### config.mk
export PLATFORM = sky130hd
export DESIGN_NAME = idle_timeout_frame_checker_unit
export DESIGN_NICKNAME = d
export VERILOG_FILES = /design/src/itfc_pkg.sv /design/src/itfc_frame_check.sv /design/src/idle_timeout_frame_checker_unit.sv
export SDC_FILE = /design/constraint.sdc
export NUM_CORES = 1
export LEC_CHECK = 0
export BUFFER_PORTS_ARGS = -buffer_cell sky130_fd_sc_hd__buf_4
export CAP_MARGIN = 10
export CORE_MARGIN = 3
export CORE_UTILIZATION = 60
export DETAILED_ROUTE_END_ITERATION = 7
export PLACE_DENSITY = 0.8
export SYNTH_ARGS = -nofsm -noshare
export SYNTH_HDL_FRONTEND = slang
export SYNTH_SLANG_ARGS = --single-unit
### constraint.sdc
create_clock -name clock -period 7 [get_ports clock]
set_input_delay 0.7 -clock clock [delete_from_list [all_inputs] [get_ports clock]]
set_output_delay 0.7 -clock clock [all_outputs]
set_load 0.05 [all_outputs]
### src/itfc_pkg.sv
// ----------------------------------------------------------------------------
// itfc_pkg: shared types and constants of the idle timeout frame checker
// Holds the buffer geometry, field widths, codes and the bundles that pass
// between the top level and the frame check unit.
// ----------------------------------------------------------------------------
package itfc_pkg;

   // frame buffer geometry
   localparam int BUFFER_DEPTH = 32;
   localparam int CNT_W        = $clog2(BUFFER_DEPTH);

   // field widths
   localparam int BYTE_W   = 8;
   localparam int LIMIT_W  = 8;
   localparam int EXPLEN_W = 5;
   localparam int IDLE_W   = 9;
   localparam int STATUS_W = 2;
   localparam int TEMP_W   = 15;
   localparam int CSR_IDX_W  = 1;
   localparam int CSR_DATA_W = 8;
   localparam int CMP_W    = (CNT_W > EXPLEN_W) ? CNT_W : EXPLEN_W;

   // register reset values
   localparam logic [LIMIT_W-1:0]  IDLE_LIMIT_RST = LIMIT_W'(100);
   localparam logic [EXPLEN_W-1:0] EXPLEN_RST     = EXPLEN_W'(9);

   // buffer positions of the temperature bytes
   localparam logic [CNT_W-1:0] TEMP_HI_IDX = CNT_W'(2);
   localparam logic [CNT_W-1:0] TEMP_LO_IDX = CNT_W'(3);

   // request operation codes
   localparam logic OP_BYTE = 1'b0;
   localparam logic OP_TICK = 1'b1;

   // register indexes
   localparam logic [CSR_IDX_W-1:0] CSR_IDLE_LIMIT      = CSR_IDX_W'(0);
   localparam logic [CSR_IDX_W-1:0] CSR_EXPECTED_LENGTH = CSR_IDX_W'(1);

   // frame status codes
   localparam logic [STATUS_W-1:0] STATUS_OK       = STATUS_W'(0);
   localparam logic [STATUS_W-1:0] STATUS_LENGTH   = STATUS_W'(1);
   localparam logic [STATUS_W-1:0] STATUS_CHECKSUM = STATUS_W'(2);

   // buffer write from the byte path
   typedef struct packed {
      logic              we;
      logic [CNT_W-1:0]  addr;
      logic [BYTE_W-1:0] data;
   } buf_wr_type;

   // frame close request to the check unit
   typedef struct packed {
      logic                start;
      logic [CNT_W-1:0]    count;
      logic [EXPLEN_W-1:0] expected;
   } chk_req_type;

   // check unit status and result
   typedef struct packed {
      logic                busy;
      logic                done;
      logic [STATUS_W-1:0] status;
      logic [TEMP_W-1:0]   temp;
   } chk_rsp_type;

endpackage

### src/itfc_frame_check.sv
// ----------------------------------------------------------------------------
// itfc_frame_check: frame buffer and iterative frame check unit
// Stores received bytes; a close request of good length walks the buffer one
// entry per cycle via an 8-bit adder; a good checksum forms the temperature.
// ----------------------------------------------------------------------------
module itfc_frame_check
   import itfc_pkg::*;
(
   input  logic        clock,
   input  logic        reset,
   input  buf_wr_type  buf_wr,
   input  chk_req_type chk_req,
   output chk_rsp_type chk_rsp
);

   typedef enum logic [5:0] {
      ST_IDLE    = 6'b000001,
      ST_SUM     = 6'b000010,
      ST_SUM_END = 6'b000100,
      ST_T_HI    = 6'b001000,
      ST_T_LO    = 6'b010000,
      ST_DONE    = 6'b100000
   } chk_state_type;

   chk_state_type       state_ff, state_in;
   logic [CNT_W-1:0]    idx_ff, idx_in;
   logic [CNT_W-1:0]    last_ff, last_in;
   logic [BYTE_W-1:0]   sum_ff, sum_in;
   logic [TEMP_W-1:0]   prod_ff, prod_in;
   logic [TEMP_W-1:0]   temp_ff, temp_in;
   logic [STATUS_W-1:0] status_ff, status_in;
   logic [CNT_W-1:0]    rd_addr;
   logic [BYTE_W-1:0]   rd_data_ff;
   logic                len_ok;
   logic [TEMP_W-1:0]   rd_ext;

   logic [BYTE_W-1:0] mem [BUFFER_DEPTH];

   always_ff @(posedge clock) begin
      if (buf_wr.we) begin
         mem[buf_wr.addr] <= buf_wr.data;
      end
   end

   always_ff @(posedge clock) begin
      rd_data_ff <= mem[rd_addr];
   end

   assign len_ok = (chk_req.count != '0) &&
                   (CMP_W'(chk_req.count) == CMP_W'(chk_req.expected));
   assign rd_ext = TEMP_W'(rd_data_ff);

   always_comb begin
      case (state_ff)
         ST_SUM_END: rd_addr = TEMP_HI_IDX;
         ST_T_HI:    rd_addr = TEMP_LO_IDX;
         default:    rd_addr = idx_ff;
      endcase
   end

   always_comb begin
      state_in  = state_ff;
      idx_in    = idx_ff;
      last_in   = last_ff;
      sum_in    = sum_ff;
      prod_in   = prod_ff;
      temp_in   = temp_ff;
      status_in = status_ff;
      case (state_ff)
         ST_IDLE: begin
            if (chk_req.start) begin
               idx_in  = '0;
               sum_in  = '0;
               temp_in = '0;
               last_in = chk_req.count - CNT_W'(1);
               if (len_ok) begin
                  status_in = STATUS_OK;
                  state_in  = ST_SUM;
               end else begin
                  status_in = STATUS_LENGTH;
                  state_in  = ST_DONE;
               end
            end
         end
         ST_SUM: begin
            // read data is registered, so it belongs to the previous cycle's address
            if (idx_ff != '0) begin
               sum_in = sum_ff + rd_data_ff;
            end
            idx_in = idx_ff + CNT_W'(1);
            if (idx_ff == last_ff) begin
               state_in = ST_SUM_END;
            end
         end
         ST_SUM_END: begin
            // rd_data now holds the checksum byte
            if (rd_data_ff != sum_ff) begin
               status_in = STATUS_CHECKSUM;
               state_in  = ST_DONE;
            end else begin
               state_in = ST_T_HI;
            end
         end
         ST_T_HI: begin
            // x * 100 = x*64 + x*32 + x*4
            prod_in  = (rd_ext << 6) + (rd_ext << 5) + (rd_ext << 2);
            state_in = ST_T_LO;
         end
         ST_T_LO: begin
            temp_in  = prod_ff + rd_ext;
            state_in = ST_DONE;
         end
         ST_DONE: begin
            state_in = ST_IDLE;
         end
         default: begin
            state_in = ST_IDLE;
         end
      endcase
   end

   always_ff @(posedge clock) begin
      if (reset) begin
         state_ff <= ST_IDLE;
      end else begin
         state_ff <= state_in;
      end
   end

   always_ff @(posedge clock) begin
      idx_ff    <= idx_in;
      last_ff   <= last_in;
      sum_ff    <= sum_in;
      prod_ff   <= prod_in;
      temp_ff   <= temp_in;
      status_ff <= status_in;
   end

   assign chk_rsp.busy   = (state_ff != ST_IDLE);
   assign chk_rsp.done   = (state_ff == ST_DONE);
   assign chk_rsp.status = status_ff;
   assign chk_rsp.temp   = temp_ff;

`ifndef SYNTHESIS
   a_no_start_busy: assert property (@(posedge clock) disable iff (reset)
      chk_req.start |-> !chk_rsp.busy)
      else $error("close request while check unit busy");

   a_done_returns: assert property (@(posedge clock) disable iff (reset)
      chk_rsp.done |=> !chk_rsp.busy)
      else $error("check unit did not return to idle after done");

   a_temp_zero_on_fail: assert property (@(posedge clock) disable iff (reset)
      (chk_rsp.done && chk_rsp.status != STATUS_OK) |-> (chk_rsp.temp == '0))
      else $error("temperature not zero on failed frame");
`endif

endmodule

### src/idle_timeout_frame_checker_unit.sv
// ----------------------------------------------------------------------------
// idle_timeout_frame_checker_unit: idle timeout frame receiver and checker
// Collects received bytes, closes a frame after an idle period of ticks and
// reports length/checksum status with the decoded temperature.
// ----------------------------------------------------------------------------
// Usage:
//  - Request channel (req_*): each request is a received byte (operation
//    byte) or one time tick. Byte requests are stored in a 32-entry ring
//    buffer and restart the idle counter.
//  - When a tick pushes the idle count past idle_limit, the frame closes:
//    count and idle state clear, and the check unit starts.
//  - Response channel (rsp_*): one response per closed frame, carrying the
//    status and byte2*100+byte3 (zero unless status is OK).
//  - Response: after a closing tick, the check unit goes straight to done on
//    a length error; otherwise it walks the buffer, one entry read per cycle,
//    and forms the temperature on a good checksum; rsp_valid follows done.
//  - Throughput: req_stall is high while the check unit runs, so one frame
//    is checked at a time; byte requests go at one per cycle unless stalled.
//  - A held response (rsp_valid with rsp_stall) stalls all requests, so a
//    close's result never finds the response register occupied.
//  - Reset: idle_limit = 100, expected_length = 9, frame inactive, no
//    response pending. Buffer contents are not cleared.
//  - Write csr_* only while the block is idle.
// ----------------------------------------------------------------------------
module idle_timeout_frame_checker_unit
   import itfc_pkg::*;
(
   input  logic                  clock,
   input  logic                  reset,
   // request channel
   input  logic                  req_valid,
   output logic                  req_stall,
   input  logic                  req_operation,
   input  logic [BYTE_W-1:0]     req_rx_byte,
   // response channel
   output logic                  rsp_valid,
   input  logic                  rsp_stall,
   output logic [STATUS_W-1:0]   rsp_frame_status,
   output logic [TEMP_W-1:0]     rsp_temperature_centi,
   // configuration
   input  logic                  csr_write,
   input  logic [CSR_IDX_W-1:0]  csr_index,
   input  logic [CSR_DATA_W-1:0] csr_data
);

   logic [LIMIT_W-1:0]  idle_limit_ff, idle_limit_in;
   logic [EXPLEN_W-1:0] exp_len_ff, exp_len_in;
   logic [CNT_W-1:0]    byte_count_ff, byte_count_in;
   logic [IDLE_W-1:0]   idle_ff, idle_in;
   logic                rsp_valid_ff, rsp_valid_in;
   logic [STATUS_W-1:0] rsp_status_ff, rsp_status_in;
   logic [TEMP_W-1:0]   rsp_temp_ff, rsp_temp_in;

   logic              req_acc;
   logic              rsp_acc;
   logic [IDLE_W-1:0] idle_inc;
   logic              close;
   buf_wr_type        buf_wr;
   chk_req_type       chk_req;
   chk_rsp_type       chk_rsp;

   // a new close must find the response register empty or draining
   assign req_stall = chk_rsp.busy | (rsp_valid_ff & rsp_stall);
   assign req_acc   = req_valid & ~req_stall;
   assign rsp_acc   = rsp_valid_ff & ~rsp_stall;

   // idle counter: 0 = no frame, else 1 + ticks since last byte
   assign idle_inc = idle_ff + IDLE_W'(1);
   assign close    = req_acc && (req_operation == OP_TICK) && (idle_ff != '0) &&
                     (idle_inc > IDLE_W'(idle_limit_ff));

   always_comb begin
      idle_limit_in = idle_limit_ff;
      exp_len_in    = exp_len_ff;
      if (csr_write) begin
         case (csr_index)
            CSR_IDLE_LIMIT:      idle_limit_in = csr_data[LIMIT_W-1:0];
            CSR_EXPECTED_LENGTH: exp_len_in    = csr_data[EXPLEN_W-1:0];
            default:             ;
         endcase
      end
   end

   always_comb begin
      byte_count_in = byte_count_ff;
      idle_in       = idle_ff;
      if (req_acc) begin
         if (req_operation == OP_BYTE) begin
            idle_in = IDLE_W'(1);
            // count wraps at the buffer depth; later bytes overwrite the start
            if (byte_count_ff == CNT_W'(BUFFER_DEPTH - 1)) begin
               byte_count_in = '0;
            end else begin
               byte_count_in = byte_count_ff + CNT_W'(1);
            end
         end else if (close) begin
            byte_count_in = '0;
            idle_in       = '0;
         end else if (idle_ff != '0) begin
            idle_in = idle_inc;
         end
      end
   end

   assign buf_wr.we   = req_acc && (req_operation == OP_BYTE);
   assign buf_wr.addr = byte_count_ff;
   assign buf_wr.data = req_rx_byte;

   assign chk_req.start    = close;
   assign chk_req.count    = byte_count_ff;
   assign chk_req.expected = exp_len_ff;

   itfc_frame_check u_check (
      .clock   (clock),
      .reset   (reset),
      .buf_wr  (buf_wr),
      .chk_req (chk_req),
      .chk_rsp (chk_rsp)
   );

   // response register
   always_comb begin
      rsp_valid_in  = rsp_valid_ff;
      rsp_status_in = rsp_status_ff;
      rsp_temp_in   = rsp_temp_ff;
      if (chk_rsp.done) begin
         rsp_valid_in  = 1'b1;
         rsp_status_in = chk_rsp.status;
         rsp_temp_in   = chk_rsp.temp;
      end else if (rsp_acc) begin
         rsp_valid_in = 1'b0;
      end
   end

   always_ff @(posedge clock) begin
      if (reset) begin
         idle_limit_ff <= IDLE_LIMIT_RST;
         exp_len_ff    <= EXPLEN_RST;
         byte_count_ff <= '0;
         idle_ff       <= '0;
         rsp_valid_ff  <= 1'b0;
      end else begin
         idle_limit_ff <= idle_limit_in;
         exp_len_ff    <= exp_len_in;
         byte_count_ff <= byte_count_in;
         idle_ff       <= idle_in;
         rsp_valid_ff  <= rsp_valid_in;
      end
   end

   always_ff @(posedge clock) begin
      rsp_status_ff <= rsp_status_in;
      rsp_temp_ff   <= rsp_temp_in;
   end

   assign rsp_valid             = rsp_valid_ff;
   assign rsp_frame_status      = rsp_status_ff;
   assign rsp_temperature_centi = rsp_temp_ff;

`ifndef SYNTHESIS
   a_busy_stalls: assert property (@(posedge clock) disable iff (reset)
      chk_rsp.busy |-> req_stall)
      else $error("request accepted while frame check runs");

   a_done_slot_free: assert property (@(posedge clock) disable iff (reset)
      chk_rsp.done |-> !rsp_valid_ff)
      else $error("check result would overwrite a pending response");

   a_close_clears: assert property (@(posedge clock) disable iff (reset)
      close |=> (byte_count_ff == '0) && (idle_ff == '0))
      else $error("frame state not cleared after close");
`endif

endmodule
* Word level (Yosys, flattened, before mapping)
Memories as Yosys holds them, arrays and structs flattened. A register that Yosys moved wholly into a read port is not among the register bits. Cells that the tools add are included.
Word-level totals: flip-flop bits (word level) 101, memories kept 1, bits in writable memories 256, input bits 23, word-level logic and storage cells 97
Cells by class: bitwise logic cells 8, reduce and logical (&&, ||, !) cells 22, equal/unequal tests 17, add/sub/neg operators 8, order comparisons 1, multiplexer cells 26
Memories:
- u_check.mem | depth 32, bits a word 8, read ports 1, clocked after memory_dff 1, wr ports 1, line itfc_frame_check.sv:37 | logic [BYTE_W-1:0] mem [BUFFER_DEPTH];
Operators by type and width (number):
- 15-bit case mux with 2 select lines | 1
- 6-bit case mux with 5 select lines | 1
- 9-bit two-way mux | 3
- 6-bit two-way mux | 4
- 5-bit case mux with 2 select lines | 2
- 8-bit two-way mux | 2
- 8-bit case mux with 2 select lines | 1
- 2-bit AND reduction | 8
- 14-bit by 13-bit adder with 15-bit output | 1
- 15-bit by 10-bit adder with 15-bit output | 1
- 15-bit by 8-bit adder with 15-bit output | 1
- 15-bit two-way mux | 1
- 5-bit two-way mux | 3
- 5-bit by 1-bit adder with 5-bit output, second input constant | 2
- 5-bit equality test | 2
- 5-bit nonzero test | 2
- 9-bit by 1-bit adder with 9-bit output, second input constant | 1
- 9-bit by 8-bit > comparator with 1-bit output | 1
- 9-bit nonzero test | 1
- 8-bit adder | 1
- 2-bit by 1-bit != test with 1-bit output, second input constant | 4
- 8-bit != test | 1
- 2-bit nonzero test | 4
- 6-bit by 1-bit equality test with 1-bit output, second input constant | 1
- 18 further kinds | 33

* Depth between registers and ports, before layout
word-level depth 9, mapped depth 13, gate-level depth less buffers 12

* By module
A second synthesis with hierarchy kept.
Second synthesis, totals: cells, all modules 1304, area total of the unflattened synthesis 16519.6 um^2
By module, submodules not included:
- itfc_frame_check | cells each 1101, area each 14433.8 um^2, instances 1, sequential area each 9409.0 um^2
- idle_timeout_frame_checker_unit | cells each 203, area each 2085.8 um^2, instances 1, sequential area each 1071.0 um^2

* Worst setup path after synthesis
Ideal clock, no wire load.
path type reg2reg, start register idle_ff[2], end register u_check.sum_ff[0], enable pin, data arrival time 2.778 ns, clock period less this slack 3.056 ns, buffers on the path 1, required time 6.721 ns, setup time 0.279 ns, setup slack 3.944 ns, cell stages (with the launch flop) 14, cell sequence dfxtp_1 clkbuf_1 nand3_1 nor3_1 nand3_1 xnor2_1 ha_1 inv_1 o22ai_1 a2111oi_0 o21ai_1 nand2b_1 nand2_1 o21a_1
Between the ends: word-level cells in the longest chain between the ends 5
Ends and longest elaborated chain:
- from (decl) | line idle_timeout_frame_checker_unit.sv:49 | logic [IDLE_W-1:0] idle_ff, idle_in;
- from (signal assigned) | line idle_timeout_frame_checker_unit.sv:146 | idle_ff <= idle_in;
- 9-bit by 1-bit adder with 9-bit output or 9-bit nonzero test (tied branches) | line idle_timeout_frame_checker_unit.sv:68, idle_timeout_frame_checker_unit.sv:69
- 9-bit by 8-bit > comparator with 1-bit output or 1-bit logical AND (tied branches) | line idle_timeout_frame_checker_unit.sv:70, idle_timeout_frame_checker_unit.sv:69
- 1-bit logical AND * | line idle_timeout_frame_checker_unit.sv:69 | assign close = req_acc && (req_operation == OP_TICK) && (idle_ff != '0) &&
- 2-bit != test (no line) *
- 3-bit AND reduction (no line) *
- to (signal assigned) | line itfc_frame_check.sv:133 | sum_ff <= sum_in;
- to (decl) | line itfc_frame_check.sv:28 | logic [BYTE_W-1:0] sum_ff, sum_in;
Every way passes the cells marked *; elsewhere a longest branch is shown, timed or not. A chain may end at the register's enable or synchronous reset.

* Worst setup path after layout
start register u_check.state_ff[5], end register u_check.rd_data_ff[1] (read register of u_check.mem)
Between the ends: word-level cells in the longest chain between the ends 2
Ends and longest elaborated chain:
- from (decl) | line itfc_frame_check.sv:25 | chk_state_type state_ff, state_in;
- from (signal assigned) | line itfc_frame_check.sv:126 | state_ff <= state_in;
- 6-bit by 4-bit equality test with 1-bit output or 6-bit by 3-bit equality test with 1-bit output (tied branches) | line itfc_frame_check.sv:54 | case (state_ff)
- 5-bit case mux with 2 select lines * | line itfc_frame_check.sv:54
- to (decl) | line itfc_frame_check.sv:33 | logic [BYTE_W-1:0] rd_data_ff;
Marks and branches as above.

==> results.sh <==
export IMPL_final_cell_mix="321 x edfxtp_1, 119 x nor2_1, 109 x a21oi_1, 82 x o22ai_1, 51 x buf_4"
export IMPL_synth_top_area_cell="edfxtp_1"
export IMPL_fmax_mhz=268
export IMPL_clockBufferDepth=3
export IMPL_total_power_mw=4.45
export IMPL_first_pass_iters=6
export IMPL_arrival_ns=4.13
export IMPL_critPathBufInv=1
export IMPL_setup_tns_ns=0
export IMPL_utilization_pct=68.4
export IMPL_core_area_um2=25300
export IMPL_netlist_instances=1177
export IMPL_synth_ff_type="edfxtp_1"
export IMPL_grtUsageTotal_pct=23.9
export IMPL_slowest_delay_ns=1.03
export IMPL_p_leak_nw=6.25
export IMPL_synth_top_area_share_pct=62.0
export IMPL_grt_ovfl_total=0
export IMPL_die_w_um=167
export IMPL_drc=0
export IMPL_drive_gt1_share_pct=9.63
export IMPL_antennaDiodeCount=0
export IMPL_crit_path_top_delay_cell="and2_1"
export IMPL_synthTopCellsByArea="edfxtp_1 62%, dfxtp_1 5.4%, a21oi_1 3.5%"
export IMPL_die_h_um=167
export IMPL_relSlewSlack_pct=16.2
export IMPL_crit_fanout=33
export IMPL_status="finished, final reports clean"
export IMPL_min_to="idle_limit_ff[5]$_SDFFE_PP1P_"
export IMPL_holdPathStages=2
export IMPL_setup_slack_ns=3.27
export IMPL_wl_per_cell_um=21.6
export IMPL_io_buffers=41
export IMPL_pre_cts_slack_ns=3.35
export IMPL_grt_max_degree=51
export IMPL_synth_edf_count=321
export IMPL_reg2regPathDepth=8
export IMPL_path_delay_family="simple AND/OR/NAND/NOR gates"
export IMPL_drt_first_iter_violations=1015
export IMPL_route_vias_total=9852
export IMPL_io_pins=42
export IMPL_synth_xor_area_share_pct=2.42
export IMPL_irDropWorstVdd_mv=0.187
export IMPL_cp_cell_sequence="or4_4, o311ai_4, buf_4, and2_1, nor2_1, a21oi_1, o22ai_1, nor4_1"
export IMPL_path_class="register to register"
export IMPL_cts_tree="built"
export IMPL_cap_violations=0
export IMPL_fill_cells=1758
export IMPL_rsz0062_at_grt="false"
export IMPL_cts_setup_buffers=0
export IMPL_seq_area_frac_synth_pct=67.4
export IMPL_synth_simple_gate_area_share_pct=8.35
export IMPL_cts_sinks=363
export IMPL_tightest_slew_ns=1.26
export IMPL_fin_crit_ns=3.73
export IMPL_finalSetupViolCount=0
export IMPL_async_flop_share_pct=0
export IMPL_initial_core_util_pct=61.4
export IMPL_num_rows=58
export IMPL_r2r_end="u_check.rd_data_ff[1]$_DFF_P_"
export IMPL_final_common_cell="edfxtp_1"
export IMPL_worstSkewPairLatency_ns=0.53
export IMPL_worst_setup_path_end_kind="register"
export IMPL_clk_pin_slew_ns=0.06
export IMPL_critPathLaunchType="register"
export IMPL_slew_viol_final=0
export IMPL_area_growth_pct=11.4
export IMPL_vias_per_cell=6.29
export IMPL_min_path_type="primary input to register"
export IMPL_cts_hold_buffers=0
export IMPL_cp_required_ns=7.39
export IMPL_hp_start="csr_data[5]"
export IMPL_nNetsFinal=1280
export IMPL_synthMuxAreaShare_pct=3.15
export IMPL_p_per_area_nw_per_um2=257
export IMPL_die_area_um2=27900
export IMPL_synth_distinct_cells=54
export IMPL_cts_buffers=37
export IMPL_totalWireLength_mm=33.8
export IMPL_yosys_warnings=0
export IMPL_synthAdderAreaFrac_pct=4.36
export IMPL_antenna_found_initial=0
export IMPL_grt_pass1_wl_mm=53.1
export IMPL_ys_ff_latch=363
export IMPL_htree_levels=2
export IMPL_finalHoldViolCount=0
export IMPL_grt_pass1_vias=9858
export IMPL_drtAntennaViolNets=0
export IMPL_gp_congestion=0.877
export IMPL_syn_area_um2=15500
export IMPL_period_share_pct=53.3
export IMPL_skew_ns=0.0115
export IMPL_synth_compound_area_share_pct=11.6
export IMPL_timing_rr_start="u_check.state_ff[5]$_SDFFE_PP0P_"
export IMPL_cts_resized_gates=0
export IMPL_hpwl_mm=20.5
export IMPL_syn_num_nets=1250
export IMPL_synth_area_per_cell_um2=13.2
export IMPL_synth_top_family_by_area="compound AO/OA/AOI/OAI gates"
export IMPL_ff2ff_setup_slack_ns=3.27
export IMPL_clock_root_buffer="clkbuf_16"
==> how the worst max path moves through the flow <==
stage | end | slack (ns) | depth (start not counted) | from
2_1_floorplan | u_check.sum_ff[0]$_SDFFCE_PN0P_ | 3.94 | 13 | idle_ff[2]$_SDFFE_PP0P_
3_3_place_gp | u_check.rd_data_ff[1]$_DFF_P_ | 3.43 | 8 | u_check.state_ff[5]$_SDFFE_PP0P_
3_5_place_dp | u_check.rd_data_ff[1]$_DFF_P_ | 3.35 | 8 | u_check.state_ff[5]$_SDFFE_PP0P_
4_1_cts | u_check.rd_data_ff[7]$_DFF_P_ | 3.37 | 8 | u_check.state_ff[5]$_SDFFE_PP0P_
5_1_grt | u_check.temp_ff[0]$_SDFFCE_PN0P_ | 2.93 | 11 | idle_ff[2]$_SDFFE_PP0P_
6_report | u_check.rd_data_ff[1]$_DFF_P_ | 3.27 | 8 | u_check.state_ff[5]$_SDFFE_PP0P_
==> where the power goes <==
group | switching (mW) | internal (mW)
clock network | 0.820 | 1.15
logic | 0.0745 | 0.0334
registers | 0.00957 | 2.36
total | 0.904 | 3.55
==> final cells by class <==
class / count / area [um^2] / area share, %
Clock buffer: 47 / 983 / 5.68
Clock inverter: 21 / 235 / 1.36
Inverter: 41 / 154 / 0.889
Multi-Input combinational cell: 713 / 4670 / 26.9
Sequential cell: 363 / 10500 / 60.5
Tap cell: 330 / 413 / 2.38
Timing Repair Buffer: 51 / 383 / 2.21
==> kinds of logic after synthesis <==
kind of cell | count (synthesis)
compound gates | 296
simple gates | 275
mux | 49
flops | 363
xor+xnor | 43
buf+inv | 101
fa+ha+maj | 50
==> synthesized netlist by cell type (2+ instances only) <==
cell and instances:
edfxtp_1 321, nor2_1 120, a21oi_1 109, o22ai_1 82, mux2i_1 49, nand2_1 45
clkbuf_1 43, ha_1 43, dfxtp_1 42, inv_1 40, o21ai_0 35, xnor2_1 24
and2_1 19, xor2_1 19, nand3_1 18, a211oi_1 17, nor3_1 16, o32ai_1 16
nor4_1 11, a21o_1 9, and3_1 8, nand2b_1 8, nor2b_1 8, buf_2 7
fa_1 7, buf_1 6, a211o_1 5, a31oi_1 5, nand3b_1 5, a22o_1 3
buf_6 3, nand4_1 3, o21a_1 3, or3_1 3, or3b_2 3, a22oi_1 2
nor4b_1 2, or2_2 2
==> stage by stage <==
step,instances,hold slack [ns],area [um^2]
detailed placement,1498,0.408,16100
floorplan,1177,0.400,15500
CTS,1566,0.362,17300
global placement,1498,0.403,16100
global route,1566,0.372,17300
finish,1566,0.372,17300
==> flip-flops by register name, summed over array words and instances (netlist names), 5 cells and up <==
register	flops
u_check.temp_ff	15
exp_len_ff	5
u_check.last_ff	5
idle_ff	9
u_check.prod_ff	13
u_check.rd_data_ff	8
rsp_temperature_centi	15
u_check.sum_ff	8
byte_count_ff	5
u_check.state_ff	6
u_check.mem	256
u_check.idx_ff	5
idle_limit_ff	8
==> layer usage <==
| layer | part of all wire, % | vias to the layer above | routed length [um] | global-route usage, % |
|---|---|---|---|---|
| li1 | - | 4513 | - | - |
| met1 | 41 | 4754 | 13800 | 33.0 |
| met2 | 48 | 498 | 16200 | 38.7 |
| met3 | 9.0 | 87 | 3050 | 4.96 |
| met4 | 2.6 | 0 | 867 | 7.71 |
| met5 | 0 | - | 0 | 0 |
No activity file was read; power rests on OpenSTA's default activity.
